===== config.mk =====
export PLATFORM = sky130hd
export DESIGN_NAME = prim_minimum_spanning_tree
export DESIGN_NICKNAME = d
export VERILOG_FILES = /design/src/rtl/core/pmst_pkg.sv /design/src/rtl/core/pmst_ram.sv /design/src/rtl/core/pmst_ctrl.sv /design/src/rtl/core/pmst_dp.sv /design/src/rtl/core/prim_minimum_spanning_tree.sv
export SDC_FILE = /design/constraint.sdc
export NUM_CORES = 2
export LEC_CHECK = 0
export BUFFER_PORTS_ARGS = -buffer_cell sky130_fd_sc_hd__clkbuf_2
export CORE_ASPECT_RATIO = 0.9
export CORE_MARGIN = 4
export CORE_UTILIZATION = 58
export CTS_BUF_LIST = sky130_fd_sc_hd__clkbuf_8
export CTS_CLUSTER_SIZE = 25
export DETAILED_ROUTE_END_ITERATION = 8
export HOLD_SLACK_MARGIN = 0.06
export PLACE_DENSITY = 0.77
export SYNTH_ARGS = -nofsm -noshare
export SYNTH_HDL_FRONTEND = slang
export SYNTH_HIERARCHICAL = 1
export SYNTH_SLANG_ARGS = --single-unit

===== constraint.sdc =====
create_clock -name clk -period 8.21 [get_ports clk]
set_input_delay 1.642 -clock clk [delete_from_list [all_inputs] [get_ports clk]]
set_output_delay 1.642 -clock clk [all_outputs]
set_load 0.01 [all_outputs]

===== src/rtl/core/pmst_pkg.sv =====
// Shared constants and controller/datapath interface types for the spanning tree block.
package pmst_pkg;

	localparam int MAX_VERTICES_DEF = 16;
	localparam int WEIGHT_BITS_DEF  = 8;

	localparam int VTX_FIELD_W = 4;
	localparam int WGT_FIELD_W = 8;
	localparam int CFG_W       = 5;
	localparam int APB_DATA_W  = 32;
	localparam int APB_ADDR_W  = 3;

	localparam logic [CFG_W-1:0] VIU_RESET = 5'd16;
	localparam logic             REG_VIU   = 1'b0;

	localparam logic MODE_WRITE = 1'b0;
	localparam logic MODE_SOLVE = 1'b1;

	typedef struct packed {
		logic clear_en;
		logic wr_en;
		logic start;
		logic scan_en;
		logic emit;
	} pmst_cmd_t;

	typedef struct packed {
		logic clear_done;
		logic col_last;
		logic best_found;
		logic run_last;
	} pmst_status_t;

endpackage


===== src/rtl/core/pmst_ram.sv =====
// Generic single write port RAM with one registered read port.
module pmst_ram #(
	parameter int WIDTH = 8,
	parameter int DEPTH = 256
) (
	input  logic                     clk,
	input  logic                     we,
	input  logic [$clog2(DEPTH)-1:0] waddr,
	input  logic [WIDTH-1:0]         wdata,
	input  logic [$clog2(DEPTH)-1:0] raddr,
	output logic [WIDTH-1:0]         rdata
);

	logic [WIDTH-1:0] mem [DEPTH];

	always_ff @(posedge clk) begin
		if (we) begin
			mem[waddr] <= wdata;
		end
		rdata <= mem[raddr];
	end

endmodule


===== src/rtl/core/pmst_ctrl.sv =====
// Controller state machine: clearing pass, item intake, row scans and result hand-off.
module pmst_ctrl import pmst_pkg::*; (
	input  logic         clk,
	input  logic         arst_n,
	input  logic         s_valid,
	input  logic         s_mode,
	output logic         s_ready,
	output logic         m_valid,
	input  logic         m_ready,
	input  pmst_status_t status,
	output pmst_cmd_t    cmd
);

	localparam logic [2:0] ST_CLEAR = 3'd0;
	localparam logic [2:0] ST_IDLE  = 3'd1;
	localparam logic [2:0] ST_SCAN  = 3'd2;
	localparam logic [2:0] ST_DRAIN = 3'd3;
	localparam logic [2:0] ST_EMIT  = 3'd4;

	logic [2:0] state_q;
	logic [2:0] state_d;
	logic       out_valid_q;
	logic       accept;

	assign s_ready = (state_q == ST_IDLE);
	assign m_valid = out_valid_q;
	assign accept  = s_valid && s_ready;

	always_comb begin
		cmd          = '0;
		cmd.clear_en = (state_q == ST_CLEAR);
		cmd.wr_en    = accept && (s_mode == MODE_WRITE);
		cmd.start    = accept && (s_mode == MODE_SOLVE);
		cmd.scan_en  = (state_q == ST_SCAN);
		cmd.emit     = (state_q == ST_EMIT) && (!out_valid_q || m_ready);
	end

	always_comb begin
		state_d = state_q;
		unique case (state_q)
			ST_CLEAR: begin
				if (status.clear_done) begin
					state_d = ST_IDLE;
				end
			end
			ST_IDLE: begin
				if (cmd.start) begin
					state_d = ST_SCAN;
				end
			end
			ST_SCAN: begin
				if (status.col_last) begin
					state_d = ST_DRAIN;
				end
			end
			ST_DRAIN: begin
				state_d = ST_EMIT;
			end
			ST_EMIT: begin
				if (cmd.emit) begin
					// A disconnected result or the final edge ends the run.
					if (!status.best_found || status.run_last) begin
						state_d = ST_IDLE;
					end else begin
						state_d = ST_SCAN;
					end
				end
			end
			default: begin
				state_d = ST_IDLE;
			end
		endcase
	end

	always_ff @(posedge clk or negedge arst_n) begin
		if (!arst_n) begin
			state_q     <= ST_CLEAR;
			out_valid_q <= 1'b0;
		end else begin
			state_q <= state_d;
			if (cmd.emit) begin
				out_valid_q <= 1'b1;
			end else if (m_ready) begin
				out_valid_q <= 1'b0;
			end
		end
	end

endmodule


===== src/rtl/core/pmst_dp.sv =====
// Datapath: weight matrix, per-vertex key ring, row scan compare and result register.
module pmst_dp import pmst_pkg::*; #(
	parameter int MAX_VERTICES = MAX_VERTICES_DEF,
	parameter int WEIGHT_BITS  = WEIGHT_BITS_DEF
) (
	input  logic                   clk,
	input  logic                   arst_n,
	input  pmst_cmd_t              cmd,
	output pmst_status_t           status,
	input  logic [VTX_FIELD_W-1:0] row_vertex,
	input  logic [VTX_FIELD_W-1:0] col_vertex,
	input  logic [WGT_FIELD_W-1:0] edge_weight,
	input  logic [CFG_W-1:0]       vertices_in_use,
	output logic [VTX_FIELD_W-1:0] from_vertex,
	output logic [VTX_FIELD_W-1:0] to_vertex,
	output logic [WGT_FIELD_W-1:0] tree_weight,
	output logic                   disconnected,
	output logic                   last_edge
);

	localparam int VW    = $clog2(MAX_VERTICES);
	localparam int NW    = VW + 1;
	localparam int AW    = 2 * VW;
	localparam int DEPTH = 1 << AW;
	localparam int M     = MAX_VERTICES;
	localparam int WB    = WEIGHT_BITS;

	// Matrix store and its clearing counter.
	logic [AW-1:0] clr_q;
	logic          ram_we;
	logic [AW-1:0] ram_waddr;
	logic [WB-1:0] ram_wdata;
	logic [WB-1:0] ram_rdata;

	logic [VW+3:0]          row_x;
	logic [VW+3:0]          col_x;
	logic [WB+7:0]          wgt_x;
	logic                   in_range;

	// Run state.
	logic [VW-1:0] j_q;
	logic [VW-1:0] j_s1;
	logic          rd_valid_s1;
	logic [VW-1:0] v_q;
	logic [VW-1:0] edges_q;
	logic [NW-1:0] n_q;
	logic [NW-1:0] n_sat;
	logic [NW+4:0] viu_x;
	logic [M-1:0]  in_tree_q;

	// Key ring: entry 0 is the column currently coming out of the store.
	logic          key_has_q [M];
	logic [WB-1:0] key_w_q   [M];
	logic [VW-1:0] key_par_q [M];

	logic          best_has_q;
	logic [WB-1:0] best_w_q;
	logic [VW-1:0] best_par_q;
	logic [VW-1:0] best_j_q;

	logic          cand;
	logic          better;
	logic          take;
	logic          nk_has;
	logic [WB-1:0] nk_w;
	logic [VW-1:0] nk_par;
	logic          elig;
	logic          sel;

	logic [VW+3:0] par_x;
	logic [VW+3:0] bj_x;
	logic [WB+7:0] bw_x;

	assign row_x    = {{VW{1'b0}}, row_vertex};
	assign col_x    = {{VW{1'b0}}, col_vertex};
	assign wgt_x    = {{WB{1'b0}}, edge_weight};
	assign in_range = (row_x < (VW + 4)'(M)) && (col_x < (VW + 4)'(M));

	assign ram_we    = cmd.clear_en || (cmd.wr_en && in_range);
	assign ram_waddr = cmd.clear_en ? clr_q : {row_x[VW-1:0], col_x[VW-1:0]};
	assign ram_wdata = cmd.clear_en ? '0 : wgt_x[WB-1:0];

	pmst_ram #(
		.WIDTH(WB),
		.DEPTH(DEPTH)
	) u_ram (
		.clk  (clk),
		.we   (ram_we),
		.waddr(ram_waddr),
		.wdata(ram_wdata),
		.raddr({v_q, j_q}),
		.rdata(ram_rdata)
	);

	assign viu_x = {{NW{1'b0}}, vertices_in_use};

	always_comb begin
		if (viu_x < (NW + 5)'(2)) begin
			n_sat = NW'(2);
		end else if (viu_x > (NW + 5)'(M)) begin
			n_sat = NW'(M);
		end else begin
			n_sat = viu_x[NW-1:0];
		end
	end

	// Relax the key of the column in hand against the new tree vertex, then
	// check it against the lightest crossing edge seen so far in this scan.
	always_comb begin
		cand   = ({1'b0, j_s1} < n_q) && !in_tree_q[j_s1] && (ram_rdata != '0);
		better = !key_has_q[0] || (ram_rdata < key_w_q[0])
			|| ((ram_rdata == key_w_q[0]) && (v_q < key_par_q[0]));
		take   = cand && better;
		nk_has = take || key_has_q[0];
		nk_w   = take ? ram_rdata : key_w_q[0];
		nk_par = take ? v_q : key_par_q[0];
		elig   = ({1'b0, j_s1} < n_q) && !in_tree_q[j_s1] && nk_has;
		sel    = elig && (!best_has_q || (nk_w < best_w_q)
			|| ((nk_w == best_w_q) && (nk_par < best_par_q)));
	end

	assign status.clear_done = &clr_q;
	assign status.col_last   = (j_q == VW'(M - 1));
	assign status.best_found = best_has_q;
	assign status.run_last   = (({1'b0, edges_q} + NW'(2)) == n_q);

	always_ff @(posedge clk or negedge arst_n) begin
		if (!arst_n) begin
			clr_q       <= '0;
			j_q         <= '0;
			rd_valid_s1 <= 1'b0;
			v_q         <= '0;
			edges_q     <= '0;
			n_q         <= NW'(2);
			in_tree_q   <= '0;
			best_has_q  <= 1'b0;
		end else begin
			rd_valid_s1 <= cmd.scan_en;
			if (cmd.clear_en) begin
				clr_q <= clr_q + AW'(1);
			end
			if (cmd.scan_en) begin
				j_q <= status.col_last ? '0 : j_q + VW'(1);
			end
			if (cmd.start) begin
				v_q        <= '0;
				edges_q    <= '0;
				n_q        <= n_sat;
				in_tree_q  <= M'(1);
				best_has_q <= 1'b0;
			end else if (cmd.emit) begin
				best_has_q <= 1'b0;
				if (best_has_q) begin
					in_tree_q[best_j_q] <= 1'b1;
					v_q                 <= best_j_q;
					edges_q             <= edges_q + VW'(1);
				end
			end else if (rd_valid_s1 && sel) begin
				best_has_q <= 1'b1;
			end
		end
	end

	always_ff @(posedge clk or negedge arst_n) begin
		if (!arst_n) begin
			for (int k = 0; k < M; k++) begin
				key_has_q[k] <= 1'b0;
			end
		end else if (cmd.start) begin
			for (int k = 0; k < M; k++) begin
				key_has_q[k] <= 1'b0;
			end
		end else if (rd_valid_s1) begin
			for (int k = 0; k < M - 1; k++) begin
				key_has_q[k] <= key_has_q[k + 1];
			end
			key_has_q[M - 1] <= nk_has;
		end
	end

	always_ff @(posedge clk) begin
		j_s1 <= j_q;
		if (rd_valid_s1) begin
			for (int k = 0; k < M - 1; k++) begin
				key_w_q[k]   <= key_w_q[k + 1];
				key_par_q[k] <= key_par_q[k + 1];
			end
			key_w_q[M - 1]   <= nk_w;
			key_par_q[M - 1] <= nk_par;
			if (sel) begin
				best_w_q   <= nk_w;
				best_par_q <= nk_par;
				best_j_q   <= j_s1;
			end
		end
	end

	assign par_x = {4'b0, best_par_q};
	assign bj_x  = {4'b0, best_j_q};
	assign bw_x  = {8'b0, best_w_q};

	always_ff @(posedge clk) begin
		if (cmd.emit) begin
			if (best_has_q) begin
				from_vertex  <= par_x[VTX_FIELD_W-1:0];
				to_vertex    <= bj_x[VTX_FIELD_W-1:0];
				tree_weight  <= bw_x[WGT_FIELD_W-1:0];
				disconnected <= 1'b0;
				last_edge    <= status.run_last;
			end else begin
				from_vertex  <= '0;
				to_vertex    <= '0;
				tree_weight  <= '0;
				disconnected <= 1'b1;
				last_edge    <= 1'b1;
			end
		end
	end

endmodule


===== src/rtl/core/prim_minimum_spanning_tree.sv =====
// A solve gives one edge item per round: a full row scan of the matrix RAM read port, a
// drain state and an emit state; a solve runs for up to n - 1 such rounds.
// Throughput: one item at a time; the next item is taken once the last result is queued.
// Reset: asynchronous, active low; afterwards a clearing pass zeroes all 2^(2*ceil(log2
// MAX_VERTICES)) matrix entries (256 by default) with s_axis_tready low.
module prim_minimum_spanning_tree import pmst_pkg::*; #(
	parameter int MAX_VERTICES = MAX_VERTICES_DEF,
	parameter int WEIGHT_BITS  = WEIGHT_BITS_DEF
) (
	input  logic                  clk,
	input  logic                  arst_n,
	input  logic                  psel,
	input  logic                  penable,
	input  logic                  pwrite,
	input  logic [APB_ADDR_W-1:0] paddr,
	input  logic [APB_DATA_W-1:0] pwdata,
	output logic [APB_DATA_W-1:0] prdata,
	output logic                  pready,
	input  logic                  s_axis_tvalid,
	output logic                  s_axis_tready,
	input  logic [15:0]           s_axis_tdata,  // row_vertex, col_vertex, edge_weight
	input  logic                  s_axis_tuser,  // mode
	output logic                  m_axis_tvalid,
	input  logic                  m_axis_tready,
	output logic [15:0]           m_axis_tdata,  // from_vertex, to_vertex, tree_weight
	output logic                  m_axis_tuser,  // disconnected
	output logic                  m_axis_tlast   // last_edge
);

	logic [CFG_W-1:0]       vertices_q;
	pmst_cmd_t              cmd;
	pmst_status_t           status;
	logic [VTX_FIELD_W-1:0] from_vertex;
	logic [VTX_FIELD_W-1:0] to_vertex;
	logic [WGT_FIELD_W-1:0] tree_weight;

	assign pready = 1'b1;
	assign prdata = (paddr[APB_ADDR_W-1:2] == REG_VIU)
		? {{(APB_DATA_W - CFG_W){1'b0}}, vertices_q} : '0;

	always_ff @(posedge clk or negedge arst_n) begin
		if (!arst_n) begin
			vertices_q <= VIU_RESET;
		end else if (psel && penable && pwrite && pready
			&& (paddr[APB_ADDR_W-1:2] == REG_VIU)) begin
			vertices_q <= pwdata[CFG_W-1:0];
		end
	end

	pmst_ctrl u_ctrl (
		.clk    (clk),
		.arst_n (arst_n),
		.s_valid(s_axis_tvalid),
		.s_mode (s_axis_tuser),
		.s_ready(s_axis_tready),
		.m_valid(m_axis_tvalid),
		.m_ready(m_axis_tready),
		.status (status),
		.cmd    (cmd)
	);

	pmst_dp #(
		.MAX_VERTICES(MAX_VERTICES),
		.WEIGHT_BITS (WEIGHT_BITS)
	) u_dp (
		.clk            (clk),
		.arst_n         (arst_n),
		.cmd            (cmd),
		.status         (status),
		.row_vertex     (s_axis_tdata[3:0]),
		.col_vertex     (s_axis_tdata[7:4]),
		.edge_weight    (s_axis_tdata[15:8]),
		.vertices_in_use(vertices_q),
		.from_vertex    (from_vertex),
		.to_vertex      (to_vertex),
		.tree_weight    (tree_weight),
		.disconnected   (m_axis_tuser),
		.last_edge      (m_axis_tlast)
	);

	assign m_axis_tdata = {tree_weight, to_vertex, from_vertex};

endmodule


**Word-level counts from Yosys, hierarchy flattened**

Memory sizes are Yosys's and may differ from the RTL's. A register that Yosys moved wholly into a read port is not among the register bits.
Cells that the tools add are included.

- Register bits: 106
- Latch bits: 0
- Bits in writable memories: 2240
- Memory bits (read-only): 0
- Input bits: 59
- Output and inout bits: 53
- Memories: 3

- Add/subtract/negate cells: 4
- $mul: 0
- Divide/modulo/power cells: 0
- $lt $le $gt $ge: 12
- Eq/ne operators: 12
- Shifts and indexed selects: 0
- Mux-type cells: 39
- Bitwise logic cells: 3
- Reductions and logical operators: 41

Memories:

| name | words | bits a word | read ports | clocked after memory_dff | write ports | line | text |
|---|---|---|---|---|---|---|---|
| u_dp.u_ram.mem | 256 | 8 | 1 | 1 | 1 | pmst_ram.sv:14 | `logic [WIDTH-1:0] mem [DEPTH];` |
| u_dp.key_w_q | 16 | 8 | 16 | 0 | 16 | pmst_dp.sv:53 | `logic [WB-1:0] key_w_q [M];` |
| u_dp.key_par_q | 16 | 4 | 16 | 0 | 16 | pmst_dp.sv:54 | `logic [VW-1:0] key_par_q [M];` |

Operators with widths:

| cell | count |
|---|---|
| $mux W16 | 5 |
| $mux W4 | 8 |
| $mux W8 | 3 |
| $lt A4 B5 Y1 const B | 4 |
| $logic_and A1 B1 Y1 | 18 |
| $eq A8 B8 Y1 | 2 |
| $lt A8 B8 Y1 | 2 |
| $or A16 B16 Y16 | 1 |
| $mux W5 | 3 |
| $pmux W3 S5 | 1 |
| $mux W1 | 12 |
| $mux W3 | 4 |
| $add A4 B1 Y4 const B | 2 |
| $add A8 B1 Y8 const B | 1 |
| $logic_or A1 B1 Y1 | 8 |
| $lt A4 B4 Y1 | 2 |
| $ne A2 B2 Y1 const B | 4 |
| $reduce_and A8 Y1 | 1 |
| $reduce_bool A2 Y1 | 4 |
| $reduce_bool A8 Y1 | 1 |
| $eq A3 B2 Y1 const B | 2 |
| $add A4 B2 Y5 const B | 1 |
| $eq A5 B5 Y1 | 1 |
| $gt A5 B5 Y1 const B | 1 |
| 15 further kinds | 20 |

**Depth between registers and ports, before layout**

- Depth after elaboration: 15
- Depth in mapped cells: 16
- Gate-level depth less buffers: 15

**Hierarchy**

The synthesis kept the hierarchy.

By module, submodules not included:

| module | times used | cells an instance | area each (um^2) | seq. area each (um^2) |
|---|---|---|---|---|
| pmst_ram | 1 | 3733 | 79556.3 | 61659.1 |
| pmst_dp | 1 | 621 | 10633.9 | 8344.3 |
| prim_minimum_spanning_tree | 1 | 46 | 467.9 | 126.4 |
| pmst_ctrl | 1 | 29 | 262.8 | 100.1 |

**Worst setup path after synthesis**

Ideal clock, no wire load.

- Kind: input-to-reg
- From: input port s_axis_tdata[8]
- To: memory u_dp.u_ram.mem[0][0] (data pin)
- Arrival: 7.787 ns
- Required time: 6.764 ns
- Slack: -1.023 ns
- Stages on the path: 1
- Path buffers: 0
- Path through: nor2b_1

- Word-level cells in the longest chain between the ends: 1

RTL lines:

| item | line | text |
|---|---|---|
| from (decl) | prim_minimum_spanning_tree.sv:21 | `input logic [15:0] s_axis_tdata,` |
| $mux W8 | pmst_dp.sv:81 | `assign ram_wdata = cmd.clear_en ? '0 : wgt_x[WB-1:0];` |
| to (decl) | pmst_ram.sv:14 |  |

Every way passes these cells.

==> flow_summary.json <==
{
  "cts_tree": "done",
  "place_area_um2": 93060,
  "whs_ns": 0.3882,
  "io_buffer_count": 54,
  "clk_latency_ns": 1.03,
  "period_share_pct": 59.18,
  "final_nets": 4756,
  "drive_gt1_share_pct": 22.02,
  "synthArstFlopShare_pct": 2.889,
  "syn-cell-area_um2": 90920,
  "track_usage_pct": 25.04,
  "synth_warnings": 6,
  "num_rows": 137,
  "crit_path_max_incr_delay_ns": 1.01,
  "ys_types": 78,
  "grt_start_max_net_pins": 235,
  "syn_inst": 4429,
  "overflow": 0,
  "firstDrtPassIters": 6,
  "clock-root-buffer": "clkbuf_8",
  "yosysMostFrequentCell": "edfxtp_1",
  "peakVddDrop_v": 0.0002638,
  "die_w_um": 425.3,
  "ios": 112,
  "finalSetupViolCount": 0,
  "antenna_left": 0,
  "slew_headroom_pct": 9.636,
  "grt_pass1_vias": 45220,
  "routabilityCongestion": 0.8606,
  "startpoint_type": "flop",
  "synth_edf_count": 2274,
  "vias": 45380,
  "clk_pin_slew_worst_paths_ns": 0.06,
  "worstPathRequired_ns": 9.05,
  "r2r-start": "u_dp/j_q[1]$_DFFE_PN0P_",
  "ctsHoldBuffers": 0,
  "post_drt_wl_per_cell_um": 29.03,
  "fmax_mhz": 205.8,
  "rsz0062_at_grt": "no",
  "rr_worst_depth": 7,
  "start_util_pct": 58.54,
  "worst_hold_path.endpoint": "u_dp/key_w_q[0][62]$_DFFE_PP_",
  "critPathArrivalTime_ns": 5.70,
  "drt_iter0_markers": 6700,
  "cts_made_buffers": 356,
  "dieArea_um2": 163200,
  "postCtsResizedCells": 0,
  "r2r-end": "u_dp/u_ram/rdata[1]$_DFF_P_",
  "grt_pass1_wl_mm": 298.9,
  "synth_largest_area_cell": "edfxtp_1",
  "power.density_nw_per_um2": 343.8,
  "fin_skew_ns": 0.06452,
  "synth_top_cell_area_share_pct": 75.10,
  "finalCriticalPeriod_ns": 4.859,
  "min_from": "u_dp/key_w_q[1][6]$_DFFE_PP_",
  "yosysSeqAreaShare_pct": 77.24,
  "antenna_found_initial": 8,
  "clk_path_buf_depth": 4,
  "end_kind": "flop",
  "finalSetupTns_ns": 0,
  "dominantRegCellSynth": "edfxtp_1",
  "area_growth_pct": 9.184,
  "via_per_inst": 6.486,
  "status": "finished, final reports clean",
  "crit_path_cell_trace": "buf_4 -> mux4_1 -> mux4_2 -> nor2_1 -> a2111oi_1 -> nor3_1 -> nor4_1",
  "slew_violations": 0,
  "dpl.hpwl_mm": 119.2,
  "postCtsSetupRepairBufs": 0,
  "post-route-drc-count": 0,
  "crit_path_top_delay_cell": "a2111oi_1",
  "htreeDepth": 5,
  "coreArea_um2": 155300,
  "cts_sinks": 2354,
  "ff2ff_setup_slack_ns": 3.35,
  "netlist_top_cells_area": "edfxtp_1 75%, mux4_2 11%, dfrtp_1 1.8%",
  "hold_violations": 0,
  "die_h_um": 383.6,
  "ys_ff_latch": 2354,
  "leakage_uw": 0.03207,
  "drt_wl_total_mm": 203.1,
  "path_class": "flop to flop",
  "whs_path_depth": 0,
  "ys_top_cells_by_count": "2274 x edfxtp_1, 456 x mux4_2, 333 x nor2_1",
  "path_max_fanout": 47,
  "dp_cells": 6394,
  "max-cap-violations": 0,
  "worst_slew_pin_slew_ns": 1.355,
  "instances_no_fill": 6996,
  "syn-mean-instance-area_um2": 20.53,
  "hp-class": "flop to flop",
  "final_cell_area_um2": 99270,
  "filler_cell_count": 9955
}
[critical path: cells and delay by family (launching register included)]
kind | cells | cell delay [ns]
mux | 2 | 0.69
buf+inv | 1 | 0.67
flops | 1 | 0.90
simple gates | 3 | 1.26
compound gates | 1 | 1.01
[cells in the final DEF, fill, tap and decap left out, drive strengths merged, types with 30 or more instances in the layout]
| cell type | n |
|---|---|
| nand2 | 63 |
| clkinv | 110 |
| a22oi | 134 |
| nand3 | 39 |
| nor2b | 46 |
| clkbuf | 422 |
| o22ai | 37 |
| nor4 | 30 |
| mux4 | 460 |
| nor2 | 333 |
| dfrtp | 66 |
| inv | 147 |
| buf | 80 |
| mux2i | 151 |
| o221ai | 47 |
| edfxtp | 2274 |
| a21oi | 118 |
[metrics by stage]
step           util, %  power [µW]  setup WS [ns]
2_1_floorplan        -       22380          1.551
3_3_place_gp     59.92       25410          3.099
3_5_place_dp     59.92       25650          3.070
4_1_cts          63.91       34170          3.439
5_1_grt          63.92       35460          3.174
6_report         63.92       34120          3.351
[report_power, final]
group / internal, µW / switching [µW] / total (µW)
clock: 4350 / 4200 / 8550
combinational: 3500 / 6540 / 10000
sequential: 15000 / 498 / 15500
[area by class of cell]
class / count / area [µm²] / share of cell area [%]
Antenna cell: 2 / 5.005 / 0.005042
Clock inverter: 230 / 1110 / 1.118
Inverter: 38 / 142.6 / 0.1437
Timing Repair Buffer: 133 / 1041 / 1.049
Sequential cell: 2354 / 70250 / 70.76
Clock buffer: 369 / 5079 / 5.116
Tap cell: 2085 / 2609 / 2.628
Multi-Input combinational cell: 1785 / 19040 / 19.18
[layer usage]
layer  global-route usage [%]  vias to the layer above  wire, µm
li1                         -                    18670         -
met1                    35.87                    23390     76090
met2                    37.00                     2850     93590
met3                    7.446                      467     26090
met4                    9.443                        4      7283
met5                        0                        -        27
[logic make-up after synthesis]
kind of cell | synth area share, %
buf+inv | 2.064
other cells | 0.008260
xor+xnor | 0.1638
simple gates | 3.213
fa+ha+maj | 0.3991
compound gates | 3.439
flops | 77.24
mux | 13.47
[sequential cells by signal, indices dropped and copies added (netlist names), 3 cells and up]
signal / flops
u_dp/u_ram/mem: 2048
u_dp/key_w_q: 128
u_dp/key_par_q: 64
u_dp/in_tree_q: 16
u_dp/key_has_q: 16
u_dp/best_w_q: 8
u_dp/clr_q: 8
u_dp/tree_weight: 8
u_dp/u_ram/rdata: 8
u_dp/n_q: 5
vertices_q: 5
u_dp/best_j_q: 4
u_dp/best_par_q: 4
u_dp/edges_q: 4
u_dp/from_vertex: 4
u_dp/j_q: 4
u_dp/j_s1: 4
u_dp/to_vertex: 4
u_dp/v_q: 4
u_ctrl/state_q: 3
[how the worst max path moves through the flow]
| stage | start | to | slack [ns] | cells after the start |
|---|---|---|---|---|
| 2_1_floorplan | u_dp/rd_valid_s1$_DFF_PN0_ | u_dp/best_j_q[0]$_DFFE_PP_ | 1.55 | 3 |
| 3_3_place_gp | s_axis_tuser | u_dp/u_ram/mem[115][2]$_DFFE_PP_ | 3.10 | 6 |
| 3_5_place_dp | s_axis_tuser | u_dp/u_ram/mem[243][5]$_DFFE_PP_ | 3.07 | 6 |
| 4_1_cts | u_dp/j_q[0]$_DFFE_PN0P_ | u_dp/u_ram/rdata[0]$_DFF_P_ | 3.44 | 8 |
| 5_1_grt | u_dp/j_q[0]$_DFFE_PN0P_ | u_dp/u_ram/rdata[3]$_DFF_P_ | 3.17 | 8 |
| 6_report | u_dp/j_q[1]$_DFFE_PN0P_ | u_dp/u_ram/rdata[1]$_DFF_P_ | 3.35 | 7 |
Note: power is estimated with default switching activity, not from simulation.
